<file path="src/rtl/rdt_pkg.sv">
// Package with shared types and constants of the request dedup table.
package rdt_pkg;

    localparam int unsigned TableSlotsDefault = 64;
    localparam logic [31:0] LifetimeReset = 32'd60000;

    localparam logic [2:0] ACT_BEGIN   = 3'd0;
    localparam logic [2:0] ACT_PERSIST = 3'd1;
    localparam logic [2:0] ACT_RESPOND = 3'd2;
    localparam logic [2:0] ACT_SEED    = 3'd3;
    localparam logic [2:0] ACT_ABANDON = 3'd4;
    localparam logic [2:0] ACT_FIND    = 3'd5;

    localparam logic [3:0] ST_STARTED  = 4'd0;
    localparam logic [3:0] ST_REPLAY   = 4'd1;
    localparam logic [3:0] ST_INPROG   = 4'd2;
    localparam logic [3:0] ST_DONE     = 4'd3;
    localparam logic [3:0] ST_NOTFOUND = 4'd4;
    localparam logic [3:0] ST_NORECORD = 4'd5;
    localparam logic [3:0] ST_BADSTATE = 4'd6;
    localparam logic [3:0] ST_TXNOPEN  = 4'd7;
    localparam logic [3:0] ST_ZEROKEY  = 4'd8;
    localparam logic [3:0] ST_FULL     = 4'd9;

    localparam logic [1:0] PH_NONE      = 2'd0;
    localparam logic [1:0] PH_RECEIVED  = 2'd1;
    localparam logic [1:0] PH_PERSISTED = 2'd2;
    localparam logic [1:0] PH_RESPONDED = 2'd3;

    typedef struct packed {
        logic [2:0]  action;
        logic [63:0] request_id;
        logic [31:0] result_tag;
        logic        txn_open;
        logic [31:0] time_now;
    } req_t;

    typedef struct packed {
        logic [3:0]  status;
        logic [1:0]  entry_state;
        logic [31:0] stored_tag;
    } rsp_t;

    // Front classification handed to the back part.
    typedef struct packed {
        req_t       req;
        logic       early;      // answered without a table search
        logic [3:0] early_status;
    } cmd_t;

endpackage

</file>
<file path="src/rtl/rdt_if.sv">
// Valid/ready channel interfaces for requests and responses.
interface rdt_req_if;
    logic           valid;
    logic           ready;
    rdt_pkg::req_t  payload;
    modport source (output valid, output payload, input ready);
    modport sink (input valid, input payload, output ready);
endinterface


</file>
<file path="src/rtl/rdt_front.sv">
// Front part: accepts requests, screens trivial errors, fills a two-entry queue.
module rdt_front (
    input  logic           clk,
    input  logic           rst_n,
    rdt_req_if.sink        req,
    output logic           cmd_valid,
    output rdt_pkg::cmd_t  cmd,
    input  logic           cmd_take
);
    import rdt_pkg::*;

    cmd_t       q_reg [2];
    logic       wp_reg, rp_reg;
    logic [1:0] cnt_reg;
    cmd_t       c;
    logic       push;

    always_comb
    begin
        c.req = req.payload;
        c.early = 1'b1;
        c.early_status = ST_BADSTATE;
        if (req.payload.action == ACT_PERSIST && req.payload.txn_open)
        begin
            c.early_status = ST_TXNOPEN;
        end
        else if (req.payload.action <= ACT_ABANDON && req.payload.request_id == 64'd0)
        begin
            c.early_status = ST_ZEROKEY;
        end
        else if (req.payload.action == ACT_FIND && req.payload.request_id == 64'd0)
        begin
            c.early_status = ST_NOTFOUND;
        end
        else if (req.payload.action <= ACT_FIND)
        begin
            c.early = 1'b0;
        end
    end

    assign req.ready = (cnt_reg != 2'd2);
    assign push      = req.valid && req.ready;
    assign cmd_valid = (cnt_reg != 2'd0);
    assign cmd       = q_reg[rp_reg];

    always_ff @(posedge clk or negedge rst_n)
    begin
        if (!rst_n)
        begin
            wp_reg  <= 1'b0;
            rp_reg  <= 1'b0;
            cnt_reg <= 2'd0;
        end
        else
        begin
            if (push)
            begin
                wp_reg <= ~wp_reg;
            end
            if (cmd_take)
            begin
                rp_reg <= ~rp_reg;
            end
            cnt_reg <= cnt_reg + {1'b0, push} - {1'b0, cmd_take};
        end
    end

    always_ff @(posedge clk)
    begin
        if (push)
        begin
            q_reg[wp_reg] <= c;
        end
    end

    always_ff @(posedge clk or negedge rst_n)
    begin
        if (!rst_n)
        begin
        end
        else
        begin
            assert (!(cmd_take && !cmd_valid))
                else $error("queue read while empty");
        end
    end

    property p_no_overflow;
        @(posedge clk) disable iff (!rst_n) cnt_reg == 2'd2 |-> !req.ready;
    endproperty
    assert property (p_no_overflow) else $error("queue overflow");

    property p_count_grow;
        @(posedge clk) disable iff (!rst_n)
            (push && !cmd_take) |=> cnt_reg == $past(cnt_reg) + 2'd1;
    endproperty
    assert property (p_count_grow) else $error("queue count lost a push");

    property p_take_valid;
        @(posedge clk) disable iff (!rst_n) cmd_take |-> cmd_valid;
    endproperty
    assert property (p_take_valid) else $error("take from empty queue");
endmodule

</file>
<file path="src/flat_wrapper.sv">
// flat-port wrapper written by rule: the top's interface ports become plain ports
module rdt_front_flat import rdt_pkg::*;
  (clk, rst_n, cmd_valid, cmd, cmd_take, req_valid, req_payload, req_ready);
  rdt_req_if req_i ();
  input  logic clk;
  input  logic rst_n;
  output logic cmd_valid;
  output rdt_pkg::cmd_t cmd;
  input  logic cmd_take;
  input wire logic [$bits(req_i.valid)-1:0] req_valid;
  input wire logic [$bits(req_i.payload)-1:0] req_payload;
  output wire logic [$bits(req_i.ready)-1:0] req_ready;
  assign req_i.valid = req_valid;
  assign req_i.payload = req_payload;
  assign req_ready = req_i.ready;
  rdt_front u_core (.clk(clk), .rst_n(rst_n), .req(req_i), .cmd_valid(cmd_valid), .cmd(cmd), .cmd_take(cmd_take));
endmodule
</file>
<file path="config.mk">
export PLATFORM = sky130hd
export DESIGN_NAME = rdt_front_flat
export DESIGN_NICKNAME = d
export VERILOG_FILES = /design/src/rtl/rdt_pkg.sv /design/src/rtl/rdt_if.sv /design/src/rtl/rdt_front.sv /design/src/flat_wrapper.sv
export SDC_FILE = /design/constraint.sdc
export NUM_CORES = 1
export LEC_CHECK = 0
export BUFFER_PORTS_ARGS = -buffer_cell sky130_fd_sc_hd__buf_2
export CORE_UTILIZATION = 29
export CTS_BUF_LIST = sky130_fd_sc_hd__clkbuf_4 sky130_fd_sc_hd__clkbuf_8
export DETAILED_ROUTE_END_ITERATION = 6
export PLACE_DENSITY = 0.55
export SLEW_MARGIN = 0
export SYNTH_ARGS = -nofsm -noshare
export SYNTH_HDL_FRONTEND = slang
export SYNTH_SLANG_ARGS = --single-unit
export TNS_END_PERCENT = 5
</file>
<file path="constraint.sdc">
create_clock -name clk -period 11.8 [get_ports clk]
set_clock_uncertainty 0.15 [all_clocks]
set_input_delay 1.77 -clock clk [delete_from_list [all_inputs] [get_ports clk]]
set_output_delay 1.77 -clock clk [all_outputs]
set_load 0.01 [all_outputs]
</file>
# Yosys cells after proc, flatten, opt, wreduce, memory -nomap -nowiden
# Memories as Yosys holds them, arrays and structs flattened.
# Index checks and enable logic that the tools add are counted.
# word_totals
regBits	4
ram_bits	274
mem_count	1
# classes
add_sub_neg	2
n_lt_le_gt_ge	2
n_eq_ne	3
muxes	9
n_bitwise	2
reduce_logical	6
# mem_list
name	words	word_bits	rd	rd_ports_with_merged_regs	write_ports	line	rtl
u_core.q_reg	2	137	1	0	1	rdt_front.sv:12	cmd_t q_reg [2];
# op_table
op	n
64-bit logical NOT	1
4-bit 2-to-1 mux	2
3-bit <= comparator (second input constant)	2
1-bit 2-to-1 mux	6
1-bit logical AND	4
3-bit by 1-bit == test with 1-bit output (second input constant)	1
3-bit == test (second input constant)	1
2-bit by 1-bit adder with 2-bit output	1
2-bit 2-to-1 mux	1
2-bit != test (second input constant)	1
1-bit inverter	2
2-bit nonzero test	1
2-bit by 1-bit subtractor with 2-bit output	1

# Depth between registers and ports, before layout
# logic_depth
depth_word	5
mapped_depth	7
mapped_depth_nobuf	7

# Worst setup path after synthesis
# Ideal clock, no wire load.
# synth_timing
kind	input -> register
startpoint	input port req_valid
endpoint	memory u_core.q_reg[0][0] (netlist bit), enable pin
setup_ns	0.635
t_arrival_ns	7.551
slack_ns	3.464
path_stages	2
n_path_buf	0
cell_sequence	nand2_1 > nor2_1
# synth_via
elab_chain_cells	3
# synth_rtl
item	line	rtl
from (decl)	flat_wrapper.sv:10	input wire logic [$bits(req_i.valid)-1:0] req_valid;
1-bit logical AND	rdt_front.sv:42	assign push = req.valid && req.ready;
1-bit 2-to-1 mux	rdt_front.sv:70	if (push)
1-bit 2-to-1 mux (implied by the code)	rdt_front.sv:72	q_reg[wp_reg] <= c;
to (decl)	rdt_front.sv:12	
# No other way between the ends.

==> run summary <==
Counting distinct cell types in the post-synthesis netlist gives 21. Sequential cells were found to cover 81.4% of the synthesized design area. Static timing analysis puts the maximum clock frequency at 194 MHz. The run gives 472 as the synthesized instance count. The register with the most flip-flops in the layout has 274 of them. The capturing element type of the critical path was an output pin. The run gives 9.88 ns as the data required time of the worst path.

The total count of hold-check failures in the final report came out at 0. The tools report the max capacitance violation total as 0. The later pin in the worst-skew pair is clocked with a latency of 0.57 ns. The initial utilization of the core area, before any placement, comes to 29.5%. The completed layout was analyzed and its total power is 3.12 mW.

In this run the vertical extent of the chip is 190 um. Measured on the finished design, the core utilization comes to 37.6%. The time the worst path needs with I/O delays and setup is 5.15 ns, and the worst-case vdd ir drop is 0.000106 V.

After synthesis the cells add up to 0.0102 sq mm. The total instance count after detailed placement was 1,190; the number of buffers inserted by port buffering was 274. The worst pin sits at a relative slew slack of 27.8%.

For this design, the CTS-stage hold fixing added 0 buffers. The final layout contains 923 nets. The total area inside the core boundary comes to 0.0346 sq mm. In this run, the number of DRC markers left after iteration 0 of detailed routing was 224. The clock drives 278 sinks. At the worst endpoint, the arrival time is 3.23 ns.

Counting along the longest clock path gives a buffer depth of 3. The final max-slew violation count is 0, and the clock input transition at the sequential cells of the worst setup and hold paths is 0.06 ns. The run finished with clean final reports. At the end of routability-driven placement, the weighted congestion stood at 0.708.

For this run, the detailed router's first-pass iteration total came to 4. The sum of net half-perimeters after detailed placement is 14.0 mm, and the actual transition at the worst max-transition pin is 1.08 ns. Using the TritonRoute via totals, the vias-per-cell ratio works out to 4.27. The number of nets produced by synthesis is 610, and the remaining design rule violation count is 0. Final hold analysis gives a worst-case slack of 0.348 ns. The cell sitting at the root of the clock tree is a clkbuf_8.

The die covers 0.0360 sq mm. The post-route netlist has 59.7% of its cells at a drive strength greater than 1. The run gives 0 as the buffer count from post-CTS setup fixing. The area growth from synthesis to layout came out at 27.4%.

Dividing the synthesized area by the synthesized cell count gives 21.7 sq um. Setup violations remaining at the end of the flow were counted as 0. For the placed instance area, the log shows 0.0121 sq mm.

Setup repair after global routing left no endpoint under its margin. In this run the remaining antenna-violating nets after routing total 0. The clock tree synthesis step divided the H-tree into 2 levels. Entering global routing, the biggest net connects 76 pins. For the final routed database, the setup TNS stands at 0 ns.

The run gives 5,689 as the via count of the first global-routing pass. The worst setup path is launched from a flop. The x dimension of the die was 190 um; the highest net fanout along the worst path was 75. The floorplan has 68 rows.

After detailed routing, the average wire length per cell comes to 17.1 um. The leakage power figure was 4.79 nW; the internal reg-to-reg setup slack was 8.74 ns. Post-CTS resize count: 0.

The routed layout has 5,453 vias. Across every metal layer, demand over resource in global routing totals 11.8%. During synthesis, Yosys emitted a total of 0 warnings. The critical path is of the flop to output pin type.

Summed over all layers, the global routing overflow is 0. The first global-routing pass estimated 31.8 mm of wire. The kind of path behind the tightest hold check was flop to flop. For the worst slack at placement, the log shows 7.16 ns. For the number of standard cells in the final layout excluding fillers, the log shows 1,277. The final worst-path setup slack was 6.65 ns.

The register bit total from synthesis is 278, and the cell area power density is 239 mW/mm^2. The post-route cell area came out at 0.0130 sq mm. The initial antenna violation count was 5. Summed over all layers, the routed wires come to 21.8 mm.

Of the available clock period, the critical path in the final layout requires 43.7%. For the I/O pin total, the log shows 275. TritonCTS created 48 clock buffers. TritonCTS built the clock tree.
-- cell families after synthesis --
logic type                 after synthesis  synth area share (%)
AOI/OAI and AO/OA                        1                0.0489
muxes                                  137                  15.1
buffers and inverters                   18                 0.831
and+or+nand+nor                         32                  2.07
adders and majority gates                2                 0.245
DFF                                    278                  81.4
xor gates and xnor gates                 4                 0.342
-- per-layer routing --
metal	global-route usage (%)	up-vias	wire length [um]
li1	-	2540	-
met1	14.2	2656	9290
met2	18.4	202	9960
met3	5.76	49	2000
met4	4.19	6	499
met5	0	-	41
-- power by group --
part | switching, mW | internal (mW)
sequential | 0.0967 | 1.35
combinational | 0.463 | 0.396
clock | 0.370 | 0.443
total | 0.929 | 2.19
-- cells in the final DEF (no fill, tap or decap) --
master	synthesis	routed
and3_1	2	1
nand2_1	4	4
clkbuf_4	0	12
bufinv_16	0	1
nor4_1	15	15
nand4_1	4	4
nand2b_1	1	1
buf_2	14	274
diode_2	0	3
ha_1	2	2
a21oi_1	1	1
inv_1	3	3
or2_2	1	1
clkbuf_8	0	49
nor4bb_1	1	1
dfrtp_1	4	3
xnor2_1	3	3
nor2_4	0	1
mux2_2	137	137
xor2_1	1	1
buf_4	0	4
and3_4	0	1
edfxtp_1	274	274
clkinv_2	0	6
nand3_1	1	1
nor4_2	1	1
clkinv_1	0	16
dfrtp_4	0	1
nor4_4	1	1
-- worst max-delay path, cell delays in order, from the launching register on --
cell and delay (ns):
dfrtp_4 1.13, buf_4 0.83, mux2_2 0.43, buf_2 0.14
-- synthesized netlist by cell type --
| cell | count | share of area [%] |
|---|---|---|
| edfxtp_1 | 274 | 80 |
| mux2_2 | 137 | 15 |
| nor4_1 | 15 | 0.92 |
| buf_2 | 14 | 0.68 |
| dfrtp_1 | 4 | 0.98 |
| nand2_1 | 4 | 0.15 |
| nand4_1 | 4 | 0.24 |
| inv_1 | 3 | 0.11 |
| xnor2_1 | 3 | 0.26 |
| and3_1 | 2 | 0.12 |
| ha_1 | 2 | 0.24 |
| a21oi_1 | 1 | 0.049 |
| clkbuf_1 | 1 | 0.037 |
| nand2b_1 | 1 | 0.061 |
| nand3_1 | 1 | 0.049 |
| nor2_1 | 1 | 0.037 |
| nor4_2 | 1 | 0.12 |
| nor4_4 | 1 | 0.21 |
| nor4bb_1 | 1 | 0.098 |
| or2_2 | 1 | 0.061 |
| xor2_1 | 1 | 0.086 |
-- area by class of cell --
cell class                      instances  area [sq um]
Fill cell                            3278         21600
Sequential cell                       278          8330
Multi-Input combinational cell        176          1830
Timing Repair Buffer                  278          1400
Clock buffer                           61           764
Tap cell                              455           569
Clock inverter                         23           120
Inverter                                3          11.3
Antenna cell                            3          7.51
-- path summary, 6_finish.rpt --
kind                                              from  cells past startpoint                            end
min in group asynchronous                        rst_n                      1      u_core.wp_reg$_DFFE_PN0P_
max                          u_core.rp_reg$_DFFE_PN0P_                      3                         cmd[6]
min reg2reg                u_core.cnt_reg[1]$_DFF_PN0_                      1    u_core.cnt_reg[1]$_DFF_PN0_
max reg2reg                u_core.cnt_reg[1]$_DFF_PN0_                      5  u_core.q_reg[0][30]$_DFFE_PP_
min                        u_core.cnt_reg[1]$_DFF_PN0_                      1    u_core.cnt_reg[1]$_DFF_PN0_
max in group asynchronous                        rst_n                      1      u_core.rp_reg$_DFFE_PN0P_
(Power assumes the default switching activity.)
